### config.mk
export PLATFORM = sky130hd
export DESIGN_NAME = packbits_row_encoder_top
export DESIGN_NICKNAME = d
export VERILOG_FILES = /design/src/rtl/core/pbe_pkg.sv /design/src/rtl/core/packbits_row_encoder_top.sv /design/src/rtl/core/pbe_packer.sv /design/src/rtl/core/pbe_seq.sv
export SDC_FILE = /design/constraint.sdc
export NUM_CORES = 2
export LEC_CHECK = 0
export ABC_CLOCK_PERIOD_IN_PS = 6300
export BUFFER_PORTS_ARGS = -buffer_cell sky130_fd_sc_hd__buf_2
export CAP_MARGIN = 10
export CORE_MARGIN = 2
export CORE_UTILIZATION = 44
export CTS_BUF_LIST = sky130_fd_sc_hd__clkbuf_4 sky130_fd_sc_hd__clkbuf_8
export CTS_CLUSTER_DIAMETER = 60
export DETAILED_ROUTE_END_ITERATION = 8
export SYNTH_ARGS = -nofsm -noshare
export SYNTH_HDL_FRONTEND = slang
export SYNTH_HIERARCHICAL = 1
export SYNTH_SLANG_ARGS = --single-unit
### constraint.sdc
create_clock -name clk -period 6.3 [get_ports clk]
set_input_delay 1.575 -clock clk [delete_from_list [all_inputs] [get_ports clk]]
set_output_delay 1.575 -clock clk [all_outputs]
set_load 0.05 [all_outputs]
### src/rtl/core/pbe_pkg.sv
`timescale 1ns / 1ps

package pbe_pkg;

  localparam int MAX_ROW_DEF   = 1024;
  localparam int OUT_LANES_DEF = 8;
  localparam int PIECE         = 128;   // longest literal or repeat piece
  localparam int ROW_W         = 11;    // row_bytes register width
  localparam int BYTE_W        = 8;
  localparam int MAX_LANES     = 8;     // byte lanes carried in tdata
  localparam int CNT_FIELD_W   = 4;     // byte_count field
  localparam int OUT_TDATA_W   = 72;    // 8 bytes + byte_count, padded to bytes
  localparam int CFG_AW        = 3;
  localparam int CFG_DW        = 32;

  // register index, taken from paddr[2]
  localparam logic REG_ROW_BYTES = 1'b0;

  // request from the sequencer to the packer
  typedef struct packed {
    logic              push;     // append one compressed byte
    logic [BYTE_W-1:0] data;
    logic              flush;    // close a partly filled pack as end of row
    logic              close;    // end of input transaction
    logic              row_end;  // transaction ended the row
  } pbe_op_t;

  typedef struct packed {
    logic ready;       // op taken this cycle
    logic pack_empty;  // no compressed bytes waiting in the pack
  } pbe_stat_t;

endpackage

### src/rtl/core/packbits_row_encoder_top.sv
`timescale 1ns / 1ps
// PackBits row encoder.
// Input stream: one uncompressed row byte per transaction on in_tdata[7:0].
// Output stream: up to OUT_LANES compressed bytes per transaction;
//   out_tdata = {pad, byte_count, out_byte7 .. out_byte0}, tlast marks the
//   transaction holding the final byte of the row, tuser[0] marks the last
//   result produced by the current input byte.
// Config: APB register row_bytes at address 0 (0 acts as 1, clamped to
//   MAX_ROW); write it only while the encoder is idle.
// Flow: a byte that only extends a run or the lookahead passes the accept
//   and decide states. A byte that closes a run or a literal piece then sends
//   its compressed bytes one per cycle while the packer is ready, and the row
//   check and close states close the transaction; a row end adds tail checks,
//   lookahead moves and the final flush. A literal piece (up to 128 bytes) is
//   read back from the literal store one byte per cycle while the packer is
//   ready. A result is held until the next one or the end of the byte shows
//   whether it ends the burst; the last one moves out when the byte closes.
// Reset: rst_n is synchronous; it empties run, lookahead, literal count and
//   pack, and sets row_bytes to 1. The literal store needs no clearing.
// Stall: if out_tvalid waits and a result is also held, the sequencer pauses
//   and in_tready stays low until the current byte is fully handled.

module packbits_row_encoder_top import pbe_pkg::*; #(
  parameter int MAX_ROW   = MAX_ROW_DEF,
  parameter int OUT_LANES = OUT_LANES_DEF
) (
  input  logic                   clk,
  input  logic                   rst_n,
  // input stream
  input  logic                   in_tvalid,
  output logic                   in_tready,
  input  logic [BYTE_W-1:0]      in_tdata,    // data_byte
  // output stream
  output logic                   out_tvalid,
  input  logic                   out_tready,
  // out_byte0..out_byte7 [63:0], byte_count [67:64], zero pad [71:68]
  output logic [OUT_TDATA_W-1:0] out_tdata,
  output logic                   out_tlast,   // row_end
  output logic [0:0]             out_tuser,   // burst_end
  // APB register port
  input  logic                   psel,
  input  logic                   penable,
  input  logic                   pwrite,
  input  logic [CFG_AW-1:0]      paddr,
  input  logic [CFG_DW-1:0]      pwdata,
  output logic [CFG_DW-1:0]      prdata,
  output logic                   pready
);

  logic [ROW_W-1:0] row_bytes_r;
  logic             cfg_wr;
  pbe_op_t          op;
  pbe_stat_t        stat;

  assign pready = 1'b1;
  assign cfg_wr = psel && penable && pwrite && pready;

  // word index is paddr[2]; only word 0 exists
  always_ff @(posedge clk) begin
    if (!rst_n) begin
      row_bytes_r <= ROW_W'(1);
    end else if (cfg_wr && paddr[2] == REG_ROW_BYTES) begin
      row_bytes_r <= pwdata[ROW_W-1:0];
    end
  end

  assign prdata = (paddr[2] == REG_ROW_BYTES) ? CFG_DW'(row_bytes_r) : '0;

  // run / literal decisions, literal store, row bookkeeping
  pbe_seq #(
    .MAX_ROW (MAX_ROW)
  ) u_seq (
    .clk       (clk),
    .rst_n     (rst_n),
    .in_tvalid (in_tvalid),
    .in_tready (in_tready),
    .in_byte   (in_tdata),
    .row_bytes (row_bytes_r),
    .op        (op),
    .stat      (stat)
  );

  // byte packing, burst tagging and output register
  pbe_packer #(
    .OUT_LANES (OUT_LANES)
  ) u_packer (
    .clk        (clk),
    .rst_n      (rst_n),
    .op         (op),
    .stat       (stat),
    .out_tvalid (out_tvalid),
    .out_tready (out_tready),
    .out_tdata  (out_tdata),
    .out_tlast  (out_tlast),
    .out_tuser  (out_tuser)
  );

endmodule

### src/rtl/core/pbe_packer.sv
`timescale 1ns / 1ps

module pbe_packer import pbe_pkg::*; #(
  parameter int OUT_LANES = OUT_LANES_DEF
) (
  input  logic                   clk,
  input  logic                   rst_n,
  input  pbe_op_t                op,
  output pbe_stat_t              stat,
  output logic                   out_tvalid,
  input  logic                   out_tready,
  // out_byte0..out_byte7, byte_count, 4'b0 pad
  output logic [OUT_TDATA_W-1:0] out_tdata,
  output logic                   out_tlast,   // row_end
  output logic [0:0]             out_tuser    // burst_end
);

  localparam int CNTW = $clog2(OUT_LANES + 1);

  logic [BYTE_W-1:0] lane_r     [OUT_LANES];
  logic [BYTE_W-1:0] lane_nxt   [OUT_LANES];
  logic [BYTE_W-1:0] res_lane   [OUT_LANES];
  logic [BYTE_W-1:0] hold_lane_r[OUT_LANES];
  logic [BYTE_W-1:0] out_lane_r [OUT_LANES];
  logic [CNTW-1:0]   cnt_r, cnt_nxt, cnt_inc, res_cnt;
  logic [CNTW-1:0]   hold_cnt_r, out_cnt_r;
  logic              hold_valid_r, hold_valid_nxt, hold_row_end_r;
  logic              out_valid_r, out_valid_nxt, out_last_r, out_burst_r;
  logic              out_free, ready, acc, full, new_res, move_out, move_burst;

  assign out_free = !out_valid_r || out_tready;
  assign ready    = !hold_valid_r || out_free;
  assign acc      = ready && (op.push || op.flush || op.close);
  assign cnt_inc  = cnt_r + CNTW'(1);
  assign full     = op.push && (cnt_inc == CNTW'(OUT_LANES));
  assign new_res  = acc && (full || op.flush);
  assign res_cnt  = op.push ? cnt_inc : cnt_r;

  assign move_out   = hold_valid_r && (new_res || (acc && op.close));
  assign move_burst = acc && op.close;

  assign stat.ready      = ready;
  assign stat.pack_empty = (cnt_r == '0);

  always_comb begin
    for (int i = 0; i < OUT_LANES; i++) begin
      res_lane[i] = (op.push && cnt_r == CNTW'(i)) ? op.data : lane_r[i];
      if (new_res) begin
        lane_nxt[i] = '0;
      end else if (acc) begin
        lane_nxt[i] = res_lane[i];
      end else begin
        lane_nxt[i] = lane_r[i];
      end
    end
    if (new_res) begin
      cnt_nxt = '0;
    end else if (acc && op.push) begin
      cnt_nxt = cnt_inc;
    end else begin
      cnt_nxt = cnt_r;
    end
    hold_valid_nxt = hold_valid_r;
    if (new_res) begin
      hold_valid_nxt = 1'b1;
    end else if (move_out) begin
      hold_valid_nxt = 1'b0;
    end
    out_valid_nxt = out_valid_r && !out_tready;
    if (move_out) begin
      out_valid_nxt = 1'b1;
    end
  end

  always_ff @(posedge clk) begin
    if (!rst_n) begin
      for (int i = 0; i < OUT_LANES; i++) begin
        lane_r[i] <= '0;
      end
      cnt_r        <= '0;
      hold_valid_r <= 1'b0;
      out_valid_r  <= 1'b0;
    end else begin
      lane_r       <= lane_nxt;
      cnt_r        <= cnt_nxt;
      hold_valid_r <= hold_valid_nxt;
      out_valid_r  <= out_valid_nxt;
    end
  end

  always_ff @(posedge clk) begin
    if (move_out) begin
      out_lane_r  <= hold_lane_r;
      out_cnt_r   <= hold_cnt_r;
      out_burst_r <= move_burst;
      out_last_r  <= hold_row_end_r || (move_burst && op.row_end);
    end
    if (new_res) begin
      hold_lane_r    <= res_lane;
      hold_cnt_r     <= res_cnt;
      hold_row_end_r <= op.flush;
    end
  end

  for (genvar g = 0; g < MAX_LANES; g++) begin : g_lane
    if (g < OUT_LANES) begin : g_used
      assign out_tdata[BYTE_W*g +: BYTE_W] = out_lane_r[g];
    end else begin : g_zero
      assign out_tdata[BYTE_W*g +: BYTE_W] = '0;
    end
  end

  assign out_tdata[BYTE_W*MAX_LANES +: CNT_FIELD_W] = CNT_FIELD_W'(out_cnt_r);
  assign out_tdata[OUT_TDATA_W-1:BYTE_W*MAX_LANES+CNT_FIELD_W] = '0;
  assign out_tvalid   = out_valid_r;
  assign out_tlast    = out_last_r;
  assign out_tuser[0] = out_burst_r;

`ifndef SYNTHESIS
  a_no_overwrite: assert property (@(posedge clk) disable iff (!rst_n)
    out_valid_r && !out_tready |-> !move_out)
    else $error("result register overwritten while stalled");
  a_pack_bound: assert property (@(posedge clk) disable iff (!rst_n)
    cnt_r != CNTW'(OUT_LANES))
    else $error("full pack not handed on");
  a_close_drains: assert property (@(posedge clk) disable iff (!rst_n)
    acc && op.close |=> !hold_valid_r)
    else $error("held result left behind at end of transaction");
`endif

endmodule

### src/rtl/core/pbe_seq.sv
`timescale 1ns / 1ps

module pbe_seq import pbe_pkg::*; #(
  parameter int MAX_ROW = MAX_ROW_DEF
) (
  input  logic              clk,
  input  logic              rst_n,
  input  logic              in_tvalid,
  output logic              in_tready,
  input  logic [BYTE_W-1:0] in_byte,
  input  logic [ROW_W-1:0]  row_bytes,
  output pbe_op_t           op,
  input  pbe_stat_t         stat
);

  localparam int CW   = $clog2(MAX_ROW + 1);
  localparam int CMPW = (CW > ROW_W) ? CW : ROW_W;
  localparam int PW   = $clog2(PIECE);

  localparam logic [3:0] S_IDLE     = 4'd0;
  localparam logic [3:0] S_DECIDE   = 4'd1;
  localparam logic [3:0] S_RUN_HDR  = 4'd2;
  localparam logic [3:0] S_RUN_VAL  = 4'd3;
  localparam logic [3:0] S_LIT_HDR  = 4'd4;
  localparam logic [3:0] S_LIT_DATA = 4'd5;
  localparam logic [3:0] S_ROWCHK   = 4'd6;
  localparam logic [3:0] S_TAIL_RUN = 4'd7;
  localparam logic [3:0] S_TAIL_ADD = 4'd8;
  localparam logic [3:0] S_TAIL_LIT = 4'd9;
  localparam logic [3:0] S_FINAL    = 4'd10;
  localparam logic [3:0] S_CLOSE    = 4'd11;

  logic [3:0]        state_r, state_nxt, ret_r, ret_nxt;
  logic [BYTE_W-1:0] byte_r, byte_nxt;
  logic [PW:0]       lit_cnt_r, lit_cnt_nxt, lit_idx_r, lit_idx_nxt;
  logic [15:0]       la_r, la_nxt;
  logic [1:0]        la_cnt_r, la_cnt_nxt;
  logic [BYTE_W-1:0] run_val_r, run_val_nxt;
  logic [PW:0]       run_len_r, run_len_nxt;
  logic [CW-1:0]     col_r, col_nxt;
  logic              row_end_r, row_end_nxt, keep_r, keep_nxt;

  logic [BYTE_W-1:0] lit_mem [PIECE];
  logic [BYTE_W-1:0] lit_q_r;
  logic              mem_we;

  logic [CMPW-1:0]   lim, rb_ext, col_inc;
  logic              row_done;

  assign in_tready = (state_r == S_IDLE);

  // effective row length: 0 acts as 1, clamp at MAX_ROW
  assign rb_ext   = CMPW'(row_bytes);
  assign lim      = (row_bytes == '0) ? CMPW'(1) :
                    (rb_ext > CMPW'(MAX_ROW)) ? CMPW'(MAX_ROW) : rb_ext;
  assign col_inc  = CMPW'(col_r) + CMPW'(1);
  assign row_done = (col_inc >= lim);

  // Literal store: written only in add cycles, whose read data is unused,
  // so no same-entry forwarding is needed.
  always_ff @(posedge clk) begin
    if (mem_we) begin
      lit_mem[lit_cnt_r[PW-1:0]] <= la_r[BYTE_W-1:0];
    end
    lit_q_r <= lit_mem[lit_idx_nxt[PW-1:0]];
  end

  always_comb begin
    state_nxt   = state_r;
    ret_nxt     = ret_r;
    byte_nxt    = byte_r;
    lit_cnt_nxt = lit_cnt_r;
    lit_idx_nxt = lit_idx_r;
    la_nxt      = la_r;
    la_cnt_nxt  = la_cnt_r;
    run_val_nxt = run_val_r;
    run_len_nxt = run_len_r;
    col_nxt     = col_r;
    row_end_nxt = row_end_r;
    keep_nxt    = keep_r;
    mem_we      = 1'b0;
    op          = '0;
    case (state_r)
      S_IDLE: begin
        if (in_tvalid) begin
          byte_nxt  = in_byte;
          state_nxt = S_DECIDE;
        end
      end
      S_DECIDE: begin
        row_end_nxt = row_done;
        col_nxt     = row_done ? '0 : CW'(col_inc);
        ret_nxt     = S_ROWCHK;
        state_nxt   = row_done ? S_TAIL_RUN : S_IDLE;
        if (run_len_r != '0) begin
          if (byte_r == run_val_r) begin
            if (run_len_r >= (PW+1)'(PIECE)) begin
              // full piece goes out, run carries on at length 1
              keep_nxt  = 1'b1;
              state_nxt = S_RUN_HDR;
            end else begin
              run_len_nxt = run_len_r + 1'b1;
            end
          end else begin
            keep_nxt   = 1'b0;
            la_nxt     = {8'h00, byte_r};
            la_cnt_nxt = 2'd1;
            state_nxt  = S_RUN_HDR;
          end
        end else if (la_cnt_r == 2'd2) begin
          if (la_r[7:0] == byte_r && la_r[15:8] == byte_r) begin
            run_val_nxt = byte_r;
            run_len_nxt = (PW+1)'(3);
            la_nxt      = '0;
            la_cnt_nxt  = 2'd0;
            if (lit_cnt_r != '0) begin
              state_nxt = S_LIT_HDR;
            end
          end else begin
            mem_we      = 1'b1;
            lit_cnt_nxt = lit_cnt_r + 1'b1;
            la_nxt      = {byte_r, la_r[15:8]};
            if (lit_cnt_r == (PW+1)'(PIECE - 1)) begin
              state_nxt = S_LIT_HDR;
            end
          end
        end else begin
          la_nxt     = (la_cnt_r == 2'd0) ? {8'h00, byte_r} : {byte_r, la_r[7:0]};
          la_cnt_nxt = la_cnt_r + 2'd1;
        end
      end
      S_RUN_HDR: begin
        op.push = 1'b1;
        op.data = 8'd1 - BYTE_W'(run_len_r);
        if (stat.ready) begin
          state_nxt = S_RUN_VAL;
        end
      end
      S_RUN_VAL: begin
        op.push = 1'b1;
        op.data = run_val_r;
        if (stat.ready) begin
          run_len_nxt = keep_r ? (PW+1)'(1) : '0;
          state_nxt   = ret_r;
        end
      end
      S_LIT_HDR: begin
        op.push     = 1'b1;
        op.data     = BYTE_W'(lit_cnt_r - 1'b1);
        lit_idx_nxt = '0;
        if (stat.ready) begin
          state_nxt = S_LIT_DATA;
        end
      end
      S_LIT_DATA: begin
        op.push = 1'b1;
        op.data = lit_q_r;
        if (stat.ready) begin
          if (lit_idx_r + 1'b1 == lit_cnt_r) begin
            lit_cnt_nxt = '0;
            state_nxt   = ret_r;
          end else begin
            lit_idx_nxt = lit_idx_r + 1'b1;
          end
        end
      end
      S_ROWCHK: begin
        state_nxt = row_end_r ? S_TAIL_RUN : S_CLOSE;
      end
      S_TAIL_RUN: begin
        if (run_len_r != '0) begin
          keep_nxt  = 1'b0;
          ret_nxt   = S_TAIL_ADD;
          state_nxt = S_RUN_HDR;
        end else begin
          state_nxt = S_TAIL_ADD;
        end
      end
      S_TAIL_ADD: begin
        // leftover lookahead bytes join the literal, oldest first
        if (la_cnt_r != 2'd0) begin
          mem_we      = 1'b1;
          lit_cnt_nxt = lit_cnt_r + 1'b1;
          la_nxt      = {8'h00, la_r[15:8]};
          la_cnt_nxt  = la_cnt_r - 2'd1;
          if (lit_cnt_r == (PW+1)'(PIECE - 1)) begin
            ret_nxt   = S_TAIL_ADD;
            state_nxt = S_LIT_HDR;
          end
        end else begin
          state_nxt = S_TAIL_LIT;
        end
      end
      S_TAIL_LIT: begin
        if (lit_cnt_r != '0) begin
          ret_nxt   = S_FINAL;
          state_nxt = S_LIT_HDR;
        end else begin
          state_nxt = S_FINAL;
        end
      end
      S_FINAL: begin
        if (!stat.pack_empty) begin
          op.flush = 1'b1;
          if (stat.ready) begin
            state_nxt = S_CLOSE;
          end
        end else begin
          state_nxt = S_CLOSE;
        end
      end
      S_CLOSE: begin
        op.close   = 1'b1;
        op.row_end = row_end_r;
        if (stat.ready) begin
          state_nxt = S_IDLE;
        end
      end
      default: begin
        state_nxt = S_IDLE;
      end
    endcase
  end

  always_ff @(posedge clk) begin
    if (!rst_n) begin
      state_r   <= S_IDLE;
      ret_r     <= S_ROWCHK;
      lit_cnt_r <= '0;
      lit_idx_r <= '0;
      la_r      <= '0;
      la_cnt_r  <= '0;
      run_val_r <= '0;
      run_len_r <= '0;
      col_r     <= '0;
      row_end_r <= 1'b0;
      keep_r    <= 1'b0;
    end else begin
      state_r   <= state_nxt;
      ret_r     <= ret_nxt;
      lit_cnt_r <= lit_cnt_nxt;
      lit_idx_r <= lit_idx_nxt;
      la_r      <= la_nxt;
      la_cnt_r  <= la_cnt_nxt;
      run_val_r <= run_val_nxt;
      run_len_r <= run_len_nxt;
      col_r     <= col_nxt;
      row_end_r <= row_end_nxt;
      keep_r    <= keep_nxt;
    end
  end

  always_ff @(posedge clk) begin
    byte_r <= byte_nxt;
  end

`ifndef SYNTHESIS
  // a run closed by a new byte still holds its length while its header goes out
  a_run_no_lookahead: assert property (@(posedge clk) disable iff (!rst_n)
    state_r == S_IDLE && run_len_r != '0 |-> la_cnt_r == 2'd0)
    else $error("lookahead bytes held during a run");
  a_lit_bound: assert property (@(posedge clk) disable iff (!rst_n)
    lit_cnt_r <= (PW+1)'(PIECE))
    else $error("literal store overflow");
  a_lit_idx: assert property (@(posedge clk) disable iff (!rst_n)
    state_r == S_LIT_DATA |-> lit_idx_r < lit_cnt_r)
    else $error("literal read beyond stored bytes");
`endif

endmodule
==> results by group <==
Power and ir drop
  • Leakage: 20.9 nW
  • Worst vdd ir: 0.000156 V
  • Sw Ratio: 27.8%
  • Tot Pwr: 0.0206 W
  • Flop pwr share: 51.2%
  • Clock power share: 35.5%
  • Pint: about 0.015 W
  • Comb power frac: 13.3%
  • Pwr per Cell Area: approximately 330 nW/um^2
  • P_sw: 0.00571 W

Yosys
  • Syn Area/Cell: around 13 um^2
  • Cell area after synthesis: 56,000 um^2
  • Synth cell types: 112
  • Synth warn: 6
  • Asr flop ratio synth: 0%
  • Post-Syn Instances: approximately 4,200
  • Ys flop type: edfxtp_1
  • Number of synthesized flops with an enable pin: around 1,200
  • Yosys reg bits: 1,330
  • Register area share after synthesis: 68.4%

Timing
  • Worst-Margin Slew: roughly 1.2 ns
  • Setup Skew: 0.0373 ns
  • Fin crit period: approximately 5.7 ns
  • Setup-failing EPs final: 0
  • RSZ-0062 raised after global routing: no
  • Period utilization: about nine tenths
  • Fmax: about 0.18 GHz
  • Setup TNS: 0 ns
  • Max-slew headroom: 21.0%
  • Worst setup margin: 0.597 ns
  • Final Hold Vio Count: 0
  • Max Slew Vio Count: 0

CTS
  • Worst skew pair latency: just over 0.9 ns
  • PostCTS Resize Cnt: 0
  • Longest Clk Path Bufs: 3
  • Number of H-tree levels: 4
  • Setup bufs post-CTS: 0
  • CTS Sinks: 1,330
  • TritonCTS clock tree: done
  • Hold-fix buffers, CTS: 0
  • CTS Buf Count: 209
  • Clk pin slew, worst setup/hold paths: ~0.06 ns
  • CTS Root Cell: clkbuf_8

Global route
  • Vias in the first global route: 34,000
  • Total track usage: 21.8%
  • Grt ovf: 0
  • First-pass GRT wire length: 215 mm
  • Initial antenna violation count: 2
  • Pin count of the biggest net entering global routing: 87

Floorplanning
  • Die W: about 360 um
  • Ports: 159
  • Core area: approximately 130,000 um^2
  • Die Y: 361 um
  • Die area: 130,000 um^2
  • FP Rows: 130
  • Starting Density: approximately 44%

Placement
  • Placer Congestion: approximately 0.86
  • Port bufs: roughly 110
  • Pre-CTS setup slack: 0.558 ns
  • Detail Placement HPWL: 87.1 mm

Drt
  • TritonRoute pass-1 iters: 6
  • Via count: 35,300
  • Via density: 5.73
  • Initial DRC Count: between 3,000 and 4,000
  • Post-route ant nets: 0
  • Drt drc: 0
  • WL per Instance: about 23 um
  • Final wirelength: 145 mm

Setup path
  • CP max FO: 80
  • Worst path cell trace: ha_1 -> and3_2 -> nand4_1 -> a222oi_1 -> a31oi_1 -> nor3_4 -> buf_12 -> buf_12 -> nand2_1 -> nand3_1 -> a21oi_1 -> o31ai_1 -> o22ai_1 -> nor2_1
  • CP peak stage delay: 0.99 ns
  • Crit Path Class: register to register
  • Startpoint Class: register
  • Crit path DAT: 6.55 ns
  • CP max-delay cell: nor3_4
  • Setup crit end kind: register
  • Crit path top cell by count: buf_12
  • Worst Path Required: 7.15 ns

Cells and area
  • Share of layout cells above drive strength 1: 16.7%
  • Area growth from synthesis to layout: 11.4%
  • Total Nets Final: ~4,400
  • Fill count: 10,900

Job
  • Number of max-cap violations: 0

Status
  • Outcome: finished, final reports clean

Hold path
  • Tightest Hold Check Type: register to register
[synthesized netlist by cell type, types with 38 or more instances]
cell	instances	area [um^2]
a211oi_1	41	308
a21oi_1	135	676
a221oi_1	44	385
buf_2	89	445
buf_4	60	450
clkbuf_1	88	330
dfxtp_1	159	3180
edfxtp_1	1171	35200
inv_1	39	146
mux2_2	107	1200
mux2i_1	243	2430
nand2_1	692	2600
nand3_1	270	1350
nor2_1	196	736
nor2b_1	44	275
nor3_1	51	255
o211ai_1	38	285
o21ai_0	57	285
[routing by layer]
metal	wire [um]	track usage (%)	part of all wire (%)	up-vias
met3	10900	4.07	7.5	215
met5	0	0	0	-
met1	61800	30.1	43	17700
met2	68900	35.2	48	1391
li1	-	-	-	16000
met4	3060	6.45	2.1	0
[layout by cell type, fill, tap and decap left out, types with 41 or more instances in the layout]
master and n:
edfxtp_1 1171, nand2_1 689, nand3_1 270, mux2i_1 243, clkbuf_8 214, nor2_1 194, dfxtp_1 151, a21oi_1 135
buf_2 109, mux2_2 107, buf_4 93, clkbuf_4 78, clkinv_1 54, o21ai_0 53, nor3_1 51, nor2b_1 44
a221oi_1 44, a211oi_1 41
[power groups by stage]
stage | combinational (W) | clock, W | sequential (W)
final | 0.00274 | 0.00730 | 0.0105
after global routing | 0.00295 | 0.00786 | 0.0105
after CTS | 0.00274 | 0.00746 | 0.0105
after detailed placement | 0.00273 | 0 | 0.0107
after global placement | 0.00270 | 0 | 0.0107
after floorplan | 0.00173 | 0 | 0.0107
[per-stage QoR]
step	util (%)	area, um^2	std cells	hold slack [ns]
2_1_floorplan	-	56100	4188	0.400
6_report	49.5	62400	6157	0.398
5_1_grt	49.5	62400	6156	0.413
3_5_place_dp	46.2	58200	5767	0.405
4_1_cts	49.5	62400	6152	0.398
3_3_place_gp	46.2	58200	5767	0.403
[state kept, by name (all words and copies together) (netlist names), 11 cells and up]
signal and cells:
u_seq/lit_mem 1024, u_packer/hold_lane_r 64, u_packer/lane_r 64, u_packer/out_tdata 64
u_seq/la_r 16, row_bytes_r 11, u_seq/col_r 11
[cell families after synthesis]
family / after synthesis / synth area share [%]
AND/OR/NAND/NOR: 1414 / 11.4
flip-flops: 1330 / 68.4
AO/OA/AOI/OAI: 636 / 8.46
multiplexers: 368 / 6.85
buffers and inverters: 330 / 3.25
XOR/XNOR: 56 / 0.902
adder cells (fa/ha/maj): 28 / 0.625
other: 3 / 0.0201
[area by class of cell]
cell class,instances,area (um^2),area share (%)
inverter,41,154,0.247
sequential,1330,38400,61.5
timing repair buffer,218,1560,2.51
clock buffer,292,3530,5.66
multi-input combinational,2528,16000,25.7
antenna,5,12.5,0.0201
clock inverter,93,652,1.04
tap,1650,2060,3.31
[worst paths after layout]
path	from	to	slack (ns)	depth (start not counted)
min	u_packer/hold_lane_r[41]	u_packer/out_tdata[17]	0.40	0
max	u_seq/lit_idx_r[0]	u_seq/lit_q_r[7]	0.60	14
max reg2reg	u_seq/lit_idx_r[0]	u_seq/lit_q_r[7]	0.60	14
min reg2reg	u_packer/hold_lane_r[41]	u_packer/out_tdata[17]	0.40	0
[worst max-delay path, delay by kind of cell (launching register included)]
kind / cells / cell delay [ns]
AOI/OAI and AO/OA: 5 / 2.05
DFF: 1 / 0.53
adders and majority gates: 1 / 0.50
buffers and inverters: 2 / 0.66
and+or+nand+nor: 6 / 1.78
Power figures use the tool's default switching activity.
